### src/multi_objective_td_update_core_macros.svh
// assertion macros shared by the td update core rtl
`ifndef MULTI_OBJECTIVE_TD_UPDATE_CORE_MACROS_SVH
`define MULTI_OBJECTIVE_TD_UPDATE_CORE_MACROS_SVH

// same-cycle implication, checked outside reset
`define MOTD_ASSERT_SAME(label, ante, cons, msg) \
    label: assert property (@(posedge i_clk) disable iff (!i_rst_n) \
        (ante) |-> (cons)) else $error(msg);

// next-cycle implication, checked outside reset
`define MOTD_ASSERT_NEXT(label, ante, cons, msg) \
    label: assert property (@(posedge i_clk) disable iff (!i_rst_n) \
        (ante) |=> (cons)) else $error(msg);

`endif

### src/motd_pkg.sv
// types, codes and microcode program of the td update core
package motd_pkg;

    localparam int STATE_W   = 6;
    localparam int ACTION_W  = 4;
    localparam int STATE_CODES  = 1 << STATE_W;
    localparam int ACTION_CODES = 1 << ACTION_W;

    localparam logic [1:0] OP_UPDATE = 2'd0;
    localparam logic [1:0] OP_READ   = 2'd1;
    localparam logic [1:0] OP_CLEAR  = 2'd2;

    localparam logic signed [15:0] REWARD_ONE = -16'sd256;

    localparam logic [15:0] ALPHA_RST = 16'd45875;
    localparam logic [15:0] GAMMA_RST = 16'd58982;

    localparam logic REG_ALPHA = 1'b0;
    localparam logic REG_GAMMA = 1'b1;

    typedef struct packed {
        logic [1:0]          op;
        logic [STATE_W-1:0]  cur_state;
        logic [ACTION_W-1:0] cur_action;
        logic [STATE_W-1:0]  succ_state;
        logic [ACTION_W-1:0] succ_action;
        logic signed [15:0]  reward_zero;
        logic                terminal;
        logic                objective_sel;
    } t_in_item;

    typedef struct packed {
        logic signed [15:0] td_error_zero;
        logic signed [15:0] td_error_one;
        logic signed [15:0] q_value;
    } t_out_item;

    typedef logic [3:0] t_pc;

    typedef enum logic [1:0] {
        C_NEXT  = 2'd0,
        C_LOOP  = 2'd1,
        C_SWEEP = 2'd2,
        C_END   = 2'd3
    } t_cond;

    typedef struct packed {
        logic  rd_en;
        logic  rd_nxt;
        logic  mul_gamma;
        logic  mul_alpha;
        logic  diff_load;
        logic  err_load;
        logic  wr_q;
        logic  wr_zero;
        logic  out_mem;
        logic  out_zero;
        t_cond cond;
        t_pc   target;
    } t_uword;

    typedef struct packed {
        logic       start;
        logic [1:0] op;
        logic       obj_sel;
        logic       sweep_done;
    } t_seq_stat;

    // program entry points
    localparam t_pc PC_UPDATE = 4'd0;
    localparam t_pc PC_WB     = 4'd5;
    localparam t_pc PC_READ   = 4'd6;
    localparam t_pc PC_EMIT   = 4'd7;
    localparam t_pc PC_CLEAR  = 4'd8;
    localparam t_pc PC_NOP    = 4'd9;
    localparam t_pc PC_INIT   = 4'd10;
    localparam t_pc PC_IDLE   = 4'd11;
    localparam t_pc PC_LAST   = PC_IDLE;

    function automatic t_uword ucode(input t_pc pc);
        t_uword w;
        w = '0;
        w.cond = C_NEXT;
        case (pc)
            4'd0: begin
                w.rd_en  = 1'b1;
                w.rd_nxt = 1'b1;
            end
            4'd1: begin
                w.rd_en     = 1'b1;
                w.mul_gamma = 1'b1;
            end
            4'd2: w.diff_load = 1'b1;
            4'd3: w.mul_alpha = 1'b1;
            4'd4: w.err_load  = 1'b1;
            PC_WB: begin
                w.wr_q   = 1'b1;
                w.cond   = C_LOOP;
                w.target = PC_UPDATE;
            end
            PC_READ: w.rd_en = 1'b1;
            PC_EMIT: begin
                w.out_mem = 1'b1;
                w.cond    = C_END;
            end
            PC_CLEAR: begin
                w.wr_zero = 1'b1;
                w.cond    = C_SWEEP;
                w.target  = PC_NOP;
            end
            PC_NOP: begin
                w.out_zero = 1'b1;
                w.cond     = C_END;
            end
            PC_INIT: begin
                w.wr_zero = 1'b1;
                w.cond    = C_SWEEP;
                w.target  = PC_IDLE;
            end
            PC_IDLE: w.cond = C_END;
            default: w.cond = C_END;
        endcase
        return w;
    endfunction

    function automatic logic signed [15:0] sat16(input logic signed [19:0] v);
        logic signed [15:0] r;
        if (v > 20'sd32767) begin
            r = 16'sh7fff;
        end else if (v < -20'sd32768) begin
            r = 16'sh8000;
        end else begin
            r = v[15:0];
        end
        return r;
    endfunction

endpackage

### src/motd_seq.sv
// microcode sequencer: step counter, program rom and objective loop
module motd_seq (
    input  logic                i_clk,
    input  logic                i_rst_n,
    input  motd_pkg::t_seq_stat i_stat,
    output logic                o_busy,
    output logic                o_obj,
    output motd_pkg::t_uword    o_ctrl
);
    import motd_pkg::*;

    logic   r_busy, n_busy;
    t_pc    r_pc, n_pc;
    logic   r_obj, n_obj;
    t_uword w_uw;

    assign w_uw = ucode(r_pc);

    always_comb begin
        n_busy = r_busy;
        n_pc   = r_pc;
        n_obj  = r_obj;
        if (!r_busy) begin
            if (i_stat.start) begin
                n_busy = 1'b1;
                n_obj  = 1'b0;
                case (i_stat.op)
                    OP_UPDATE: n_pc = PC_UPDATE;
                    OP_READ: begin
                        n_pc  = PC_READ;
                        n_obj = i_stat.obj_sel;
                    end
                    OP_CLEAR: n_pc = PC_CLEAR;
                    default:  n_pc = PC_NOP;
                endcase
            end
        end else begin
            case (w_uw.cond)
                C_NEXT: n_pc = r_pc + 4'd1;
                C_LOOP: begin
                    // objective 0 done: run the same steps for objective 1
                    if (!r_obj) begin
                        n_obj = 1'b1;
                        n_pc  = w_uw.target;
                    end else begin
                        n_obj = 1'b0;
                        n_pc  = r_pc + 4'd1;
                    end
                end
                C_SWEEP: begin
                    if (i_stat.sweep_done) begin
                        n_pc = w_uw.target;
                    end
                end
                C_END:   n_busy = 1'b0;
                default: n_busy = 1'b0;
            endcase
        end
    end

    always_ff @(posedge i_clk) begin
        if (!i_rst_n) begin
            r_busy <= 1'b1;
            r_pc   <= PC_INIT;
            r_obj  <= 1'b0;
        end else begin
            r_busy <= n_busy;
            r_pc   <= n_pc;
            r_obj  <= n_obj;
        end
    end

    assign o_busy = r_busy;
    assign o_obj  = r_obj;
    assign o_ctrl = r_busy ? w_uw : '0;

endmodule

### config.mk
export PLATFORM = sky130hd
export DESIGN_NAME = motd_seq
export DESIGN_NICKNAME = d
export VERILOG_FILES = /design/src/multi_objective_td_update_core_macros.svh /design/src/motd_pkg.sv /design/src/motd_seq.sv
export SDC_FILE = /design/constraint.sdc
export NUM_CORES = 1
export LEC_CHECK = 0
export ABC_AREA = 1
export BUFFER_PORTS_ARGS = -buffer_cell sky130_fd_sc_hd__buf_2
export CORE_MARGIN = 2
export CORE_UTILIZATION = 53
export DETAILED_ROUTE_END_ITERATION = 16
export HOLD_SLACK_MARGIN = 0.12
export PLACE_DENSITY_LB_ADDON = 0.25
export SYNTH_ARGS = -nofsm -noshare
export SYNTH_HDL_FRONTEND = slang
export SYNTH_SLANG_ARGS = --single-unit
### constraint.sdc
create_clock -name i_clk -period 3.84 [get_ports i_clk]
set_input_delay 0.192 -clock i_clk [delete_from_list [all_inputs] [get_ports i_clk]]
set_output_delay 0.192 -clock i_clk [all_outputs]
set_load 0.02 [all_outputs]
After elaboration in Yosys (flattened, before gate mapping)
Index checks and enable logic that the tools add are counted.
W data, S select, Z words.
{"block": "totals", "ff_bits": 6, "latch_bits": 0, "mem_bits_rw": 0, "mem_bits_ro": 0, "in_bits": 7, "out_inout_bits": 18, "elab_cells": 58, "mem_count": 0}
{"block": "classes", "addsub": 1, "mul": 0, "div_mod_pow": 0, "order_cmp": 0, "eq_ne": 18, "shift": 0, "n_mux": 27, "n_bitwise": 0, "n_reduce_logical": 9}
{"op": "$pmux W4 S3", "count": 2}
{"op": "$mux W1", "count": 18}
{"op": "$eq A4 B3 Y1 const B", "count": 4}
{"op": "$mux W16", "count": 1}
{"op": "$mux W4", "count": 4}
{"op": "$eq A4 B4 Y1 const B", "count": 3}
{"op": "$eq A4 B2 Y1 const B", "count": 2}
{"op": "$pmux W4 S2", "count": 1}
{"op": "$eq A2 B2 Y1 const B", "count": 3}
{"op": "$pmux W2 S3", "count": 1}
{"op": "$reduce_or A6 Y1", "count": 1}
{"op": "$add A4 B1 Y4 const B", "count": 1}
{"op": "$eq A2 B1 Y1 const B", "count": 2}
{"op": "$eq A4 B1 Y1 const B", "count": 1}
{"op": "$logic_not A2 Y1", "count": 2}
{"op": "$logic_not A4 Y1", "count": 1}
{"op": "$ne A4 B1 Y1 const B", "count": 1}
{"op": "$ne A3 B3 Y1 const B", "count": 1}
{"op": "$reduce_and A3 Y1", "count": 1}
{"op": "$reduce_or A3 Y1", "count": 1}
{"op": "$ne A2 B1 Y1 const B", "count": 1}
{"op": "$reduce_and A2 Y1", "count": 1}
{"op": "$reduce_bool A2 Y1", "count": 1}
{"op": "$reduce_or A2 Y1", "count": 1}

Logic depth before layout (Yosys ltp)
{"block": "depth", "ltp_word": 6, "mapped_depth": 14, "depth_no_buf": 14}

Worst setup path after synthesis
Ideal clock, no wire load.
{"block": "synth_path", "path_kind": "reg-to-reg", "from": "register r_pc[0]", "to": "register r_pc[0]", "setup_ns": 0.113, "arrival_time_ns": 1.812, "required_time_ns": 3.727, "setup_slack_ns": 1.916, "path_stages_with_launch": 15, "n_path_buf": 0, "period_less_slack_ns": 1.924, "path_cell_list": "dfxtp_1 > inv_1 > ha_1 > nor2_1 > nor2_4 > inv_2 > ha_1 > inv_1 > nand2_1 > o21ai_0 > nand2_1 > nand2_1 > o21ai_2 > nor2_1 > nor2_1"}
{"block": "synth_via", "elab_chain_len": 6, "word_cells_on_any_way": 24, "classes_between": "1 x add/sub; 12 x eq/ne; 6 x mux; 5 x reduce/logical"}
{"item": "start, declared", "line": "motd_seq.sv:13", "text": "t_pc r_pc, n_pc;"}
{"item": "start signal, assigned", "line": "motd_seq.sv:68", "text": "r_pc <= n_pc;"}
{"item": "$eq A4 B3 Y1 (tied with other cells)", "line": "motd_pkg.sv:84", "text": "case (pc)"}
{"item": "$reduce_or A6 Y1 (no line) or $reduce_or A2 Y1 (tied branches)"}
{"item": "$pmux W2 S3", "line": "motd_pkg.sv:84"}
{"item": "$eq A2 B2 Y1 (tied with other cells)", "line": "motd_seq.sv:38", "text": "case (w_uw.cond)"}
{"item": "$ne A4 B1 Y1 (no line) (tied with other cells)"}
{"item": "$reduce_and A3 Y1 (no line) or $mux W4 (tied branches)"}
Several ways; a longest one is shown, not always the timed one. The select of a mux whose other input is x is not followed.
A chain may end at the register's enable or synchronous reset.

Worst setup path after layout
{"block": "layout_path", "from": "register r_pc[1]", "to": "register r_pc[0]"}
Same word-level chain as after synthesis.

==> flow_metrics.tcl <==
set metrics [dict create \
    postSynth.topFlopCell "dfxtp_1" \
    final_common_cell "nand2_1" \
    start_util_pct 57.2 \
    end_kind "flip-flop" \
    antenna_found_initial 0 \
    clock-root-buffer "clkbuf_4" \
    final_cell_mix "25 x nand2_1, 23 x buf_2, 20 x nor2_1" \
    clock_latency_ns 0.24 \
    nets 154 \
    hpwl_mm 1.38 \
    hold_viol_final 0 \
    slowest_delay_ns 0.42 \
    routed_wl_mm 1.69 \
    grt_max_degree 14 \
    power.static_leakage_nw 0.486 \
    area_growth_pct 15.8 \
    rsz0062_at_grt "false" \
    rrSetupSlack_ns 1.67 \
    htree_num_levels 1 \
    peakVddDrop_mv 0.540 \
    cts_max_path_buffers 2 \
    worstReg2RegEnd "r_pc[0]$_SDFFE_PN0P_" \
    synth_top_area_share_pct 16.1 \
    ant_nets 0 \
    yosysWarnings 0 \
    routed_via_density 5.27 \
    antennaDiodeCount 0 \
    design.die.area_sq_um 1720 \
    crit_slowest_cell "dfxtp_1" \
    drt-pass1-iter-count 4 \
    nFillCells 125 \
    synthCells 118 \
    drv_cap 0 \
    synth_nets 131 \
    setup-violations-final 0 \
    hold_buffers 0 \
    crit_chain "inv_1, ha_1, nor2_1, nor2_4, inv_2, ha_1, inv_1, nand2_1, o21ai_0, nand2_1, nand2_1, o21ai_2, nor2_1, nor2_1" \
    holdPathStages 2 \
    grt_pass1_wl_mm 2.85 \
    worstHoldPathType "input port to flip-flop" \
    synth_edf_count 0 \
    cts_setup_buffers 0 \
    die_h_microns 41.5 \
    cts_tree "done" \
    drt-initial-drc-count 22 \
    place_congestion 0.859 \
    post-route-min-period_ns 2.17 \
    yosysSeqAreaShare_pct 16.1 \
    num_rows 13 \
    wl_per_cell_microns 11.0 \
    grt_overflow_total 0 \
    criticalPathCategory "flip-flop to flip-flop" \
    yosys.area.top_type "dfxtp_1" \
    cts_inserted_buffers 3 \
    syn-cell-area_sq_um 744 \
    async_flop_share_pct 0 \
    setup.worst_path.start_class "flip-flop" \
    die_w_microns 41.5 \
    grt_pass1_vias 709 \
    grt_util_all_layers_pct 20.5 \
    clkTransAtPathRegs_ns 0.05 \
    drive_gt1_share_pct 33.8 \
    path_max_fanout 5 \
    avgSynthCellArea_sq_um 6.31 \
    cts_resized 0 \
    synth_area_leaders "dfxtp_1 16%, nand2_1 13%, ha_1 10%" \
    port_buffers 23 \
    period_share_pct 56.6 \
    cp.required_ns 3.97 \
    finalPower_w 0.000840 \
    worstReg2RegStart "r_pc[1]$_SDFFE_PN1P_" \
    timing.critical_path.to "r_pc[0]$_SDFFE_PN0P_" \
    fin_skew_ns 0.00578 \
    finalSetupTns_ns 0 \
    ys_types 25 \
    run_status "finished, final reports clean" \
    io_pins 25 \
    ys_seq_elements 6 \
    clock-sinks 6 \
    post-route-drc-count 0 \
    clock.fmax_mhz 460 \
    critPathArrivalTime_ns 2.31 \
    crit_start "r_pc[1]$_SDFFE_PN1P_" \
    ff2ff_path_depth 14 \
    core_sq_um 1300 \
    vias 811 \
    drv_slew 0 \
    powerDensity_nw_per_um2 975 \
]
routing by layer:
layer / up-vias / routed length, microns / share of wire, % / GRT usage (%)
met1: 362 / 683 / 40 / 23.5
met2: 33 / 889 / 53 / 36.3
met5: - / 0 / 0 / 0
met3: 2 / 102 / 6.0 / 1.74
li1: 414 / - / - / -
met4: 0 / 12 / 0.71 / 12.3
stage by stage:
step                      utilization [%]  std cells  cell area, sq um  setup WS [ns]  hold WS (ns)
final                                66.3        154               862           1.67         0.194
after global routing                 66.3        154               862           1.39         0.193
after CTS                            66.3        154               862           1.68         0.186
after detailed placement             64.5        151               840           1.70         0.443
after global placement               64.5        151               840           1.79         0.435
after floorplan                         -        118               744           1.92         0.272
worst min-delay path by stage:
stage / from / endpoint / slack, ns
5_1_grt: i_rst_n / o_busy$_SDFF_PN1_ / 0.19
3_3_place_gp: i_rst_n / o_busy$_SDFF_PN1_ / 0.44
4_1_cts: i_rst_n / o_busy$_SDFF_PN1_ / 0.19
6_report: i_rst_n / o_busy$_SDFF_PN1_ / 0.19
3_5_place_dp: i_rst_n / o_busy$_SDFF_PN1_ / 0.44
2_1_floorplan: i_rst_n / o_busy$_SDFF_PN1_ / 0.27
cell usage after synthesis (2+ instances only):
master and count:
o21ai_2 2, inv_1 8, buf_4 3, o21ai_0 4, dfxtp_1 6, nor3_1 2, a21oi_1 6, inv_2 5
nor2_1 20, nand3_2 2, nand2_2 6, nand3_1 10, ha_1 6, nor2_4 3, nand2_1 25
worst max-delay path: cells and delay by family (launching register included):
family	cells	cell delay, ns
AOI/OAI and AO/OA	2	0.21
and+or+nand+nor	7	0.72
DFF	1	0.42
adders and majority gates	2	0.45
buffers and inverters	3	0.25
registers in the layout, indices dropped and copies added (netlist names):
name	count
o_busy	1
o_obj	1
r_pc	4
final cells by class:
| class | instances | area, sq um | area share, % |
|---|---|---|---|
| multi-input cells | 93 | 532 | 61.7 |
| repair buffers | 23 | 115 | 13.4 |
| flip-flops and latches | 6 | 120 | 13.9 |
| inverters | 14 | 53.8 | 6.24 |
| clock buffers | 3 | 22.5 | 2.61 |
| well taps | 15 | 18.8 | 2.18 |
cell families (layout without fill, tap and decap cells):
logic type	count (synthesis)	after routing	share of synthesized area, %
and+or+nand+nor	70	70	46.9
buffers and inverters	19	40	12.4
AOI/OAI and AO/OA	15	15	12.8
adders and majority gates	6	6	10.1
DFF	6	6	16.1
other	1	1	0.504
xor gates and xnor gates	1	1	1.18
power by group:
| group | switching, W | leakage (nW) | internal (W) | total (W) |
|---|---|---|---|---|
| clock | 0.0000234 | 0.0138 | 0.0000354 | 0.0000588 |
| sequential | 0.0000503 | 0.0497 | 0.0000882 | 0.000138 |
| combinational | 0.000421 | 0.423 | 0.000222 | 0.000643 |
(Power assumes the default switching activity.)
